--- config.mk ---
export PLATFORM = sky130hd
export DESIGN_NAME = dc_motor_plant_step_core
export DESIGN_NICKNAME = d
export VERILOG_FILES = /design/src/rtl/dcm_pkg.sv /design/src/rtl/dcm_serial_mul.sv /design/src/rtl/dc_motor_plant_step_core.sv
export SDC_FILE = /design/constraint.sdc
export NUM_CORES = 1
export LEC_CHECK = 0
export BUFFER_PORTS_ARGS = -buffer_cell sky130_fd_sc_hd__buf_2
export CORE_MARGIN = 1.5
export CORE_UTILIZATION = 33
export DETAILED_ROUTE_END_ITERATION = 8
export GPL_TIMING_DRIVEN = 0
export SYNTH_ARGS = -nofsm -noshare
export SYNTH_HDL_FRONTEND = slang
export SYNTH_HIERARCHICAL = 1
export SYNTH_SLANG_ARGS = --single-unit
--- constraint.sdc ---
create_clock -name clk -period 6.7 [get_ports clk]
set_clock_uncertainty 0.15 [all_clocks]
set_input_delay 1.675 -clock clk [delete_from_list [all_inputs] [get_ports clk]]
set_output_delay 1.675 -clock clk [all_outputs]
set_load 0.05 [all_outputs]
--- src/rtl/dcm_pkg.sv ---
package dcm_pkg;

  // Fixed field widths
  localparam int DRV_IN_W   = 16;
  localparam int DRV_W      = 9;
  localparam int STEP_W     = 16;
  localparam int COEF_W     = 16;
  localparam int VLIM_W     = 24;
  localparam int VEL_W      = 25;
  localparam int POS_W      = 30;
  localparam int ST_FRAC    = 8;   // fraction bits of step_time (Q8.8)

  // Multiplier operand (unsigned digit side), consumed two bits a cycle
  localparam int MPLR_W     = 24;

  localparam int FRAC_BITS_DEF = 16;

  // Configuration port
  localparam int CFG_IDX_W  = 3;
  localparam int CFG_DATA_W = 30;

  typedef enum logic [CFG_IDX_W-1:0] {
    REG_DRIVE_GAIN     = 3'd0,
    REG_FRICTION_COEF  = 3'd1,
    REG_INVERSE_MASS   = 3'd2,
    REG_VELOCITY_LIMIT = 3'd3,
    REG_STEP_SCALE     = 3'd4,
    REG_TOP_LIMIT      = 3'd5,
    REG_START_POSITION = 3'd6
  } cfg_reg_t;

  // Reset values (Q formats with 16 fraction bits)
  localparam logic [COEF_W-1:0] DRIVE_GAIN_RST    = 16'd643;
  localparam logic [COEF_W-1:0] FRICTION_COEF_RST = 16'd32768;
  localparam logic [COEF_W-1:0] INVERSE_MASS_RST  = 16'd6554;
  localparam logic [VLIM_W-1:0] VELOCITY_LIM_RST  = 24'd327680;
  localparam logic [COEF_W-1:0] STEP_SCALE_RST    = 16'd6554;
  localparam logic [POS_W-1:0]  TOP_LIMIT_RST     = 30'd65536000;
  localparam logic [POS_W-1:0]  START_POS_RST     = 30'd26214400;

  // Drive saturation bounds
  localparam logic signed [DRV_IN_W-1:0] DRIVE_MAX = 16'sd255;
  localparam logic signed [DRV_IN_W-1:0] DRIVE_MIN = -16'sd255;

  // Multiplier status
  typedef struct packed {
    logic busy;
    logic done;
  } mul_stat_t;

endpackage

--- src/rtl/dcm_serial_mul.sv ---
module dcm_serial_mul
  import dcm_pkg::*;
#(
  parameter int MCAND_W = 26
) (
  input  logic                              clk,
  input  logic                              rst_n,
  input  logic                              start,
  input  logic signed [MCAND_W-1:0]         mcand,
  input  logic        [MPLR_W-1:0]          mplr,
  output mul_stat_t                         stat,
  output logic signed [MCAND_W+MPLR_W-1:0]  product
);

  localparam int HW     = MCAND_W + 2;
  localparam int ACC_W  = HW + MPLR_W;
  localparam int DIGITS = MPLR_W / 2;
  localparam int CNT_W  = $clog2(DIGITS);

  logic signed [MCAND_W-1:0] mcand_r;
  logic [ACC_W-1:0]          acc_r;
  logic [ACC_W-1:0]          acc_nxt;
  logic [CNT_W-1:0]          cnt_r;
  logic                      busy_r;
  logic                      done_r;

  logic signed [HW-1:0] hi;
  logic signed [HW-1:0] add1;
  logic signed [HW-1:0] add2;
  logic signed [HW-1:0] hi_sum;

  // Radix-4 step: add digit times multiplicand to the upper half, shift right by two
  always_comb begin
    hi      = acc_r[ACC_W-1 -: HW];
    add1    = acc_r[0] ? HW'(mcand_r) : '0;
    add2    = acc_r[1] ? (HW'(mcand_r) <<< 1) : '0;
    hi_sum  = hi + add1 + add2;
    acc_nxt = {{2{hi_sum[HW-1]}}, hi_sum, acc_r[MPLR_W-1:2]};
  end

  // Digit counter and handshake to the sequencer
  always_ff @(posedge clk) begin
    if (!rst_n) begin
      busy_r <= 1'b0;
      done_r <= 1'b0;
      cnt_r  <= '0;
    end else begin
      done_r <= busy_r && !start && (cnt_r == '0);
      if (start) begin
        busy_r <= 1'b1;
        cnt_r  <= CNT_W'(DIGITS - 1);
      end else if (busy_r) begin
        cnt_r <= cnt_r - CNT_W'(1);
        if (cnt_r == '0) begin
          busy_r <= 1'b0;
        end
      end
    end
  end

  // Operand and partial product shift register
  always_ff @(posedge clk) begin
    if (start) begin
      mcand_r <= mcand;
      acc_r   <= {{HW{1'b0}}, mplr};
    end else if (busy_r) begin
      acc_r <= acc_nxt;
    end
  end

  assign stat    = '{busy: busy_r, done: done_r};
  assign product = acc_r[MCAND_W+MPLR_W-1:0];

endmodule

--- src/rtl/dc_motor_plant_step_core.sv ---
// DC motor plant, one Euler step per stepping item, a state reload per restart item.
// Input channel (in_*): drive command, step time and restart bit; the item is
// taken when in_valid and in_ready are both high. in_ready is high only while
// the sequencer is idle, so one item is in work at a time.
// Result channel (out_*): position, velocity, applied drive and clamp flags,
// held in an output register until out_valid and out_ready meet. The next item
// is taken while a finished result still waits there; a stalled receiver only
// holds the block once a second result is ready.
// Configuration channel (cfg_*): cfg_index selects the register, cfg_data
// carries the value; cfg_ready is always high, unknown indexes are dropped.
// A stepping item needs six multiplies on one radix-4 serial multiplier,
// each launched, run through its digits and captured before the next is
// launched; a restart item goes straight to the result without a multiply.
// No new item is taken until the last has moved to the output register,
// so the shared serial multiplier and the single item in work set throughput.
// Reset (rst_n low, synchronous): registers return to their defaults, velocity
// clears, position loads 400.0 and both channels go empty.
module dc_motor_plant_step_core
  import dcm_pkg::*;
#(
  parameter int FRAC_BITS = FRAC_BITS_DEF
) (
  input  logic                         clk,
  input  logic                         rst_n,
  input  logic                         in_valid,
  output logic                         in_ready,
  input  logic signed [DRV_IN_W-1:0]   in_drive_command,
  input  logic        [STEP_W-1:0]     in_step_time,
  input  logic                         in_restart,
  output logic                         out_valid,
  input  logic                         out_ready,
  output logic        [POS_W-1:0]      out_position_out,
  output logic signed [VEL_W-1:0]      out_velocity_out,
  output logic signed [DRV_W-1:0]      out_drive_applied,
  output logic                         out_hit_top,
  output logic                         out_hit_bottom,
  input  logic                         cfg_valid,
  output logic                         cfg_ready,
  input  logic        [CFG_IDX_W-1:0]  cfg_index,
  input  logic        [CFG_DATA_W-1:0] cfg_data
);

  // Intermediate widths, exact for every operand value
  localparam int FRIC_W  = VEL_W + COEF_W - FRAC_BITS;
  localparam int DG_W    = DRV_W + COEF_W;
  localparam int NW      = ((FRIC_W > DG_W) ? FRIC_W : DG_W) + 1;
  localparam int AW      = NW + COEF_W - FRAC_BITS;
  localparam int MCAND_W = (AW > NW) ? AW : NW;
  localparam int PROD_W  = MCAND_W + MPLR_W;
  localparam int DV_W    = AW + MPLR_W - FRAC_BITS;
  localparam int SUM_W   = ((DV_W > VEL_W) ? DV_W : VEL_W) + 1;
  localparam int DP_W    = VEL_W + MPLR_W - FRAC_BITS;
  localparam int PS_W    = ((DP_W > POS_W + 1) ? DP_W : POS_W + 1) + 1;

  typedef enum logic [7:0] {
    S_IDLE  = 8'b0000_0001,
    S_RATIO = 8'b0000_0010,
    S_FRIC  = 8'b0000_0100,
    S_DRIVE = 8'b0000_1000,
    S_ACCEL = 8'b0001_0000,
    S_DV    = 8'b0010_0000,
    S_DP    = 8'b0100_0000,
    S_DONE  = 8'b1000_0000
  } state_t;

  state_t state_r;

  // Configuration registers
  logic [COEF_W-1:0] drive_gain_r;
  logic [COEF_W-1:0] friction_coef_r;
  logic [COEF_W-1:0] inverse_mass_r;
  logic [VLIM_W-1:0] velocity_limit_r;
  logic [COEF_W-1:0] step_scale_r;
  logic [POS_W-1:0]  top_limit_r;
  logic [POS_W-1:0]  start_position_r;

  // Plant state
  logic signed [VEL_W-1:0] vel_r;
  logic        [POS_W-1:0] pos_r;

  // Per-item working registers
  logic        [STEP_W-1:0] st_r;
  logic signed [DRV_W-1:0]  drive_r;
  logic        [MPLR_W-1:0] ratio_r;
  logic signed [FRIC_W-1:0] fric_r;
  logic signed [NW-1:0]     net_r;
  logic signed [AW-1:0]     accel_r;
  logic                     hit_top_r;
  logic                     hit_bot_r;

  // Output register
  logic                     out_valid_r;
  logic        [POS_W-1:0]  out_pos_r;
  logic signed [VEL_W-1:0]  out_vel_r;
  logic signed [DRV_W-1:0]  out_drv_r;
  logic                     out_top_r;
  logic                     out_bot_r;

  // Multiplier hookup
  logic                     mul_start_r;
  logic signed [MCAND_W-1:0] mul_mcand;
  logic        [MPLR_W-1:0] mul_mplr;
  mul_stat_t                mul_stat;
  logic signed [PROD_W-1:0] mul_prod;

  logic in_acc;
  logic out_load;
  logic mul_done;
  logic mul_launch;

  logic signed [DRV_W-1:0]  drive_sat;
  logic signed [DG_W-1:0]   dg_s;
  logic signed [NW-1:0]     net_c;
  logic signed [DV_W-1:0]   dv_s;
  logic signed [SUM_W-1:0]  v_sum;
  logic signed [SUM_W-1:0]  vlim_s;
  logic signed [VEL_W-1:0]  v_sat;
  logic signed [DP_W-1:0]   dp_s;
  logic signed [PS_W-1:0]   p_sum;
  logic signed [PS_W-1:0]   top_s;
  logic        [POS_W-1:0]  p_clamp;
  logic signed [VEL_W-1:0]  v_clamp;
  logic                     clamp_top;
  logic                     clamp_bot;

  assign in_ready  = (state_r == S_IDLE);
  assign cfg_ready = 1'b1;
  assign in_acc    = in_valid && in_ready;
  assign out_load  = (state_r == S_DONE) && (!out_valid_r || out_ready);
  assign mul_done  = mul_stat.done;

  // Next multiply starts on a stepping item or as each product lands, bar the last
  assign mul_launch = (in_acc && !in_restart) || (mul_done && (state_r != S_DP));

  // Drive saturation to +/-255
  always_comb begin
    if (in_drive_command > DRIVE_MAX) begin
      drive_sat = DRV_W'(DRIVE_MAX);
    end else if (in_drive_command < DRIVE_MIN) begin
      drive_sat = DRV_W'(DRIVE_MIN);
    end else begin
      drive_sat = DRV_W'(in_drive_command);
    end
  end

  // Operand select for the shared multiplier
  always_comb begin
    unique case (state_r)
      S_RATIO: begin
        mul_mcand = MCAND_W'(st_r);
        mul_mplr  = MPLR_W'(step_scale_r);
      end
      S_FRIC: begin
        mul_mcand = MCAND_W'(vel_r);
        mul_mplr  = MPLR_W'(friction_coef_r);
      end
      S_DRIVE: begin
        mul_mcand = MCAND_W'(drive_r);
        mul_mplr  = MPLR_W'(drive_gain_r);
      end
      S_ACCEL: begin
        mul_mcand = MCAND_W'(net_r);
        mul_mplr  = MPLR_W'(inverse_mass_r);
      end
      S_DV: begin
        mul_mcand = MCAND_W'(accel_r);
        mul_mplr  = ratio_r;
      end
      S_DP: begin
        mul_mcand = MCAND_W'(vel_r);
        mul_mplr  = ratio_r;
      end
      default: begin
        mul_mcand = '0;
        mul_mplr  = '0;
      end
    endcase
  end

  dcm_serial_mul #(
    .MCAND_W (MCAND_W)
  ) u_mul (
    .clk     (clk),
    .rst_n   (rst_n),
    .start   (mul_start_r),
    .mcand   (mul_mcand),
    .mplr    (mul_mplr),
    .stat    (mul_stat),
    .product (mul_prod)
  );

  // Net force: drive term less friction (the friction product slice is a floor shift)
  assign dg_s  = mul_prod[DG_W-1:0];
  assign net_c = NW'(dg_s) - NW'(fric_r);

  // Velocity update and saturation
  always_comb begin
    dv_s   = mul_prod[AW+MPLR_W-1:FRAC_BITS];
    vlim_s = SUM_W'(velocity_limit_r);
    v_sum  = SUM_W'(vel_r) + SUM_W'(dv_s);
    if (v_sum > vlim_s) begin
      v_sat = VEL_W'(vlim_s);
    end else if (v_sum < -vlim_s) begin
      v_sat = VEL_W'(-vlim_s);
    end else begin
      v_sat = VEL_W'(v_sum);
    end
  end

  // Position update and clamp, outward velocity zeroed at a limit
  always_comb begin
    dp_s      = mul_prod[VEL_W+MPLR_W-1:FRAC_BITS];
    top_s     = PS_W'(top_limit_r);
    p_sum     = PS_W'(pos_r) + PS_W'(dp_s);
    clamp_top = 1'b0;
    clamp_bot = 1'b0;
    v_clamp   = vel_r;
    if (p_sum > top_s) begin
      p_clamp   = top_limit_r;
      clamp_top = 1'b1;
      if (vel_r > 0) begin
        v_clamp = '0;
      end
    end else if (p_sum < 0) begin
      p_clamp   = '0;
      clamp_bot = 1'b1;
      if (vel_r < 0) begin
        v_clamp = '0;
      end
    end else begin
      p_clamp = POS_W'(p_sum);
    end
  end

  // Sequencer, plant state and configuration registers
  always_ff @(posedge clk) begin
    if (!rst_n) begin
      state_r          <= S_IDLE;
      mul_start_r      <= 1'b0;
      out_valid_r      <= 1'b0;
      vel_r            <= '0;
      pos_r            <= START_POS_RST;
      drive_gain_r     <= DRIVE_GAIN_RST;
      friction_coef_r  <= FRICTION_COEF_RST;
      inverse_mass_r   <= INVERSE_MASS_RST;
      velocity_limit_r <= VELOCITY_LIM_RST;
      step_scale_r     <= STEP_SCALE_RST;
      top_limit_r      <= TOP_LIMIT_RST;
      start_position_r <= START_POS_RST;
    end else begin
      mul_start_r <= mul_launch;

      if (cfg_valid) begin
        unique case (cfg_index)
          REG_DRIVE_GAIN:     drive_gain_r     <= cfg_data[COEF_W-1:0];
          REG_FRICTION_COEF:  friction_coef_r  <= cfg_data[COEF_W-1:0];
          REG_INVERSE_MASS:   inverse_mass_r   <= cfg_data[COEF_W-1:0];
          REG_VELOCITY_LIMIT: velocity_limit_r <= cfg_data[VLIM_W-1:0];
          REG_STEP_SCALE:     step_scale_r     <= cfg_data[COEF_W-1:0];
          REG_TOP_LIMIT:      top_limit_r      <= cfg_data[POS_W-1:0];
          REG_START_POSITION: start_position_r <= cfg_data[POS_W-1:0];
          default: ;
        endcase
      end

      // Result held until taken, refilled as the sequencer finishes
      out_valid_r <= out_load || (out_valid_r && !out_ready);

      unique case (state_r)
        S_IDLE: begin
          if (in_valid) begin
            if (in_restart) begin
              pos_r   <= start_position_r;
              vel_r   <= '0;
              state_r <= S_DONE;
            end else begin
              state_r <= S_RATIO;
            end
          end
        end
        S_RATIO: begin
          if (mul_done) begin
            state_r <= S_FRIC;
          end
        end
        S_FRIC: begin
          if (mul_done) begin
            state_r <= S_DRIVE;
          end
        end
        S_DRIVE: begin
          if (mul_done) begin
            state_r <= S_ACCEL;
          end
        end
        S_ACCEL: begin
          if (mul_done) begin
            state_r <= S_DV;
          end
        end
        S_DV: begin
          if (mul_done) begin
            vel_r   <= v_sat;
            state_r <= S_DP;
          end
        end
        S_DP: begin
          if (mul_done) begin
            pos_r   <= p_clamp;
            vel_r   <= v_clamp;
            state_r <= S_DONE;
          end
        end
        S_DONE: begin
          if (out_load) begin
            state_r <= S_IDLE;
          end
        end
        default: state_r <= S_IDLE;
      endcase
    end
  end

  // Working registers and output payload
  always_ff @(posedge clk) begin
    if (in_acc) begin
      st_r      <= in_step_time;
      drive_r   <= drive_sat;
      hit_top_r <= 1'b0;
      hit_bot_r <= 1'b0;
    end
    if (mul_done && (state_r == S_RATIO)) begin
      ratio_r <= mul_prod[ST_FRAC+MPLR_W-1:ST_FRAC];
    end
    if (mul_done && (state_r == S_FRIC)) begin
      fric_r <= mul_prod[VEL_W+COEF_W-1:FRAC_BITS];
    end
    if (mul_done && (state_r == S_DRIVE)) begin
      net_r <= net_c;
    end
    if (mul_done && (state_r == S_ACCEL)) begin
      accel_r <= mul_prod[NW+COEF_W-1:FRAC_BITS];
    end
    if (mul_done && (state_r == S_DP)) begin
      hit_top_r <= clamp_top;
      hit_bot_r <= clamp_bot;
    end
    if (out_load) begin
      out_pos_r <= pos_r;
      out_vel_r <= vel_r;
      out_drv_r <= drive_r;
      out_top_r <= hit_top_r;
      out_bot_r <= hit_bot_r;
    end
  end

  assign out_valid         = out_valid_r;
  assign out_position_out  = out_pos_r;
  assign out_velocity_out  = out_vel_r;
  assign out_drive_applied = out_drv_r;
  assign out_hit_top       = out_top_r;
  assign out_hit_bottom    = out_bot_r;

  // Multiplier finishes only while a multiply step waits for it
  assert property (@(posedge clk) disable iff (!rst_n)
    mul_stat.done |-> (state_r != S_IDLE) && (state_r != S_DONE))
    else $error("multiplier done outside a multiply step");

  // A new multiply is never launched on a busy multiplier
  assert property (@(posedge clk) disable iff (!rst_n)
    mul_start_r |-> !mul_stat.busy)
    else $error("multiply launched while multiplier busy");

  // A result never reports both clamps
  assert property (@(posedge clk) disable iff (!rst_n)
    out_valid |-> !(out_hit_top && out_hit_bottom))
    else $error("both position clamps reported");

  // Output register is only loaded once the sequencer has finished an item
  assert property (@(posedge clk) disable iff (!rst_n)
    (out_valid && !$past(out_valid) && $past(rst_n)) |-> $past(state_r == S_DONE))
    else $error("result presented without a finished item");

endmodule
==> impl_metrics.py <==
metrics = {
    "clocking": {
        "cts_root_buffer": "clkbuf_16",
        "path_clk_slew_ns": 0.06,
        "insertion_delay_ns": 0.65,
        "cts_tree": "done",
        "cts_buffers": 55,
        "cts_sinks": 489,
        "h-tree-depth": 2,
        "clk_path_buf_depth": 3,
    },
    "drt": {
        "first_iter_violations": 2540,
        "drtPass1Iterations": 5,
        "vias": 24870,
        "routed_wire_length_per_instance_um": 23.17,
        "drtAntennaViolNets": 0,
        "via_per_inst": 5.522,
        "drcViolationCount": 0,
        "routed_wirelength_um": 104400,
    },
    "yosys": {
        "synth_area_um2": 28840,
        "syn_nets": 3382,
        "synthCells": 3075,
        "yosys_warnings": 6,
        "avgSynthCellArea_um2": 9.377,
    },
    "sta": {
        "rsz0062_at_grt": "false",
        "setup_tns_ns": 0,
        "timing.final.ws_setup_ns": 0.1277,
        "hold_viol": 0,
        "min_period_ns": 6.572,
        "drv_slew": 0,
        "setup_viol": 0,
        "max_clock_freq_ghz": 0.1522,
        "relSlewSlack_pct": 18.56,
        "fin_crit_sh_pct": 98.09,
        "worst_pin_slew_ns": 1.222,
    },
    "floorplanning": {
        "io_pins": 140,
        "dieArea_um2": 89160,
        "num_rows": 108,
        "core_um2": 86620,
        "start_util_pct": 33.29,
        "die_w_um": 298.6,
        "die_y_um": 298.6,
    },
    "placed_design": {
        "globalplace.congestion": 0.9674,
        "portBuffers": 138,
        "pre_cts_slack_ns": -0.5331,
        "hpwlAfterDp_um": 77290,
    },
    "layout": {
        "final_nets": 3606,
        "area_growth_pct": 15.55,
        "drive_gt1_share_pct": 11.84,
    },
    "global_route": {
        "grt_max_degree": 32,
        "grt_pass1_vias": 23328,
        "antenna_found_initial": 9,
        "grt_overflow": 0,
        "grt_pass1_wl_um": 151500,
        "grt_util_all_layers_pct": 22.68,
    },
    "worst_setup_path": {
        "crit_type": "reg -> reg",
        "r2r_cells": 22,
        "critical_path.max_fanout": 10,
        "endpoint_kind": "flip-flop",
        "start_kind": "flip-flop",
        "worstPathRequired_ns": 7.04,
        "critPathArrivalTime_ns": 6.91,
    },
    "power": {
        "power_frac_seq_pct": 34.7,
        "p_comb_share_pct": 36.7,
        "power_density_nw_per_um2": 336.8,
        "p_int_mw": 6.857,
        "vdd_drop_max_mv": 0.2268,
        "p_sw_mw": 4.365,
        "p_leak_nw": 13.21,
        "pwr-share-clk_pct": 28.6,
        "swShare_pct": 38.90,
    },
    "run": {
        "maxCapViolations": 0,
    },
    "min_path": {
        "whs_path_depth": 2,
        "hp-class": "reg -> reg",
    },
    "run_status": {
        "status": "finished, final reports clean",
    },
}
final timing paths:
check                                   startpoint                  to  slack, ns
worst max-delay path               u_mul/acc_r[17]            vel_r[8]       0.13
worst min-delay path            friction_coef_r[0]  friction_coef_r[0]       0.30
worst max register to register     u_mul/acc_r[17]            vel_r[8]       0.13
worst min register to register  friction_coef_r[0]  friction_coef_r[0]       0.30
final cells by class:
cell class / count / area [um^2]
Antenna cell: 3 / 7.507
Buffer: 147 / 610.6
Clock buffer: 63 / 1436
Clock inverter: 41 / 484.2
Fill cell: 8660 / 53300
Inverter: 153 / 574.3
Multi-Input combinational cell: 2286 / 15530
Sequential cell: 489 / 12250
Tap cell: 1155 / 1445
Timing Repair Buffer: 167 / 982.2
repair_timing:
action,4_1_cts,5_1_grt
pin swaps,0,4
gates resized for setup,17,20
hold buffers,0,0
endpoints found under the setup margin,51,53
setup buffers,22,4
stage by stage:
stage	hold WS [ns]	instances	total power [mW]	instance area, um^2	utilization [%]
2_1_floorplan	0.2503	3075	6.517	28840	-
3_3_place_gp	0.2862	4368	7.820	30970	35.76
3_5_place_dp	0.2933	4371	7.840	31050	35.84
4_1_cts	0.3050	4497	11.11	33190	38.32
5_1_grt	0.3236	4501	11.73	33310	38.46
6_report	0.3034	4504	11.22	33320	38.47
registers in the layout (all words and copies together) (netlist names), 9 cells and up:
| register | cells |
|---|---|
| accel_r | 26 |
| drive_gain_r | 16 |
| drive_r | 9 |
| fric_r | 25 |
| friction_coef_r | 16 |
| inverse_mass_r | 16 |
| net_r | 26 |
| out_drive_applied | 9 |
| out_position_out | 30 |
| out_velocity_out | 25 |
| pos_r | 30 |
| ratio_r | 24 |
| st_r | 16 |
| start_position_r | 30 |
| step_scale_r | 16 |
| top_limit_r | 30 |
| u_mul/acc_r | 50 |
| u_mul/mcand_r | 26 |
| vel_r | 25 |
| velocity_limit_r | 24 |
power by group through the flow:
stage | combinational, mW | sequential [mW] | clock, mW
5_1_grt | 4.47 | 3.89 | 3.37
6_report | 4.12 | 3.89 | 3.21
3_3_place_gp | 3.83 | 3.99 | 0
2_1_floorplan | 2.78 | 3.73 | 0
3_5_place_dp | 3.85 | 3.99 | 0
4_1_cts | 3.99 | 3.88 | 3.24
worst max-delay path, stage by stage (launching register included):
cell and delay (ns):
edfxtp_1 0.53, buf_12 0.21, ha_1 0.31, a211oi_2 0.29, o21ai_2 0.14, o2111a_1 0.29
or2_2 0.37, a41oi_1 0.27, xor2_1 0.25, inv_1 0.12, ha_1 0.31, nand3_1 0.13
or4_4 0.57, or4_4 0.60, o311ai_0 0.12, nand2_1 0.11, a211oi_2 0.28, nand4bb_1 0.24
o31a_1 0.34, buf_6 0.15, buf_6 0.15, o211a_1 0.22, a221o_1 0.25
per-layer routing:
metal	wire length [um]	global-route usage (%)
met1	45110	31.07
met2	45550	35.37
met3	8653	3.446
met4	5018	10.08
met5	36	0
cell usage in the layout, fill, tap and decap left out, drive strengths merged, types with 30 or more instances in the layout:
cell type and n:
nor2 151, nor3 33, fa 30, a211oi 32
a21o 58, mux2 37, a21oi 259, nor4 36
ha 206, dfxtp 245, clkbuf 181, o21ai 89
nand4 34, nand3 159, inv 156, a22oi 51
buf 196, and2 106, xnor2 77, mux2i 58
edfxtp 244, xor2 32, nand2 450
No activity file was read; power rests on OpenSTA's default activity.
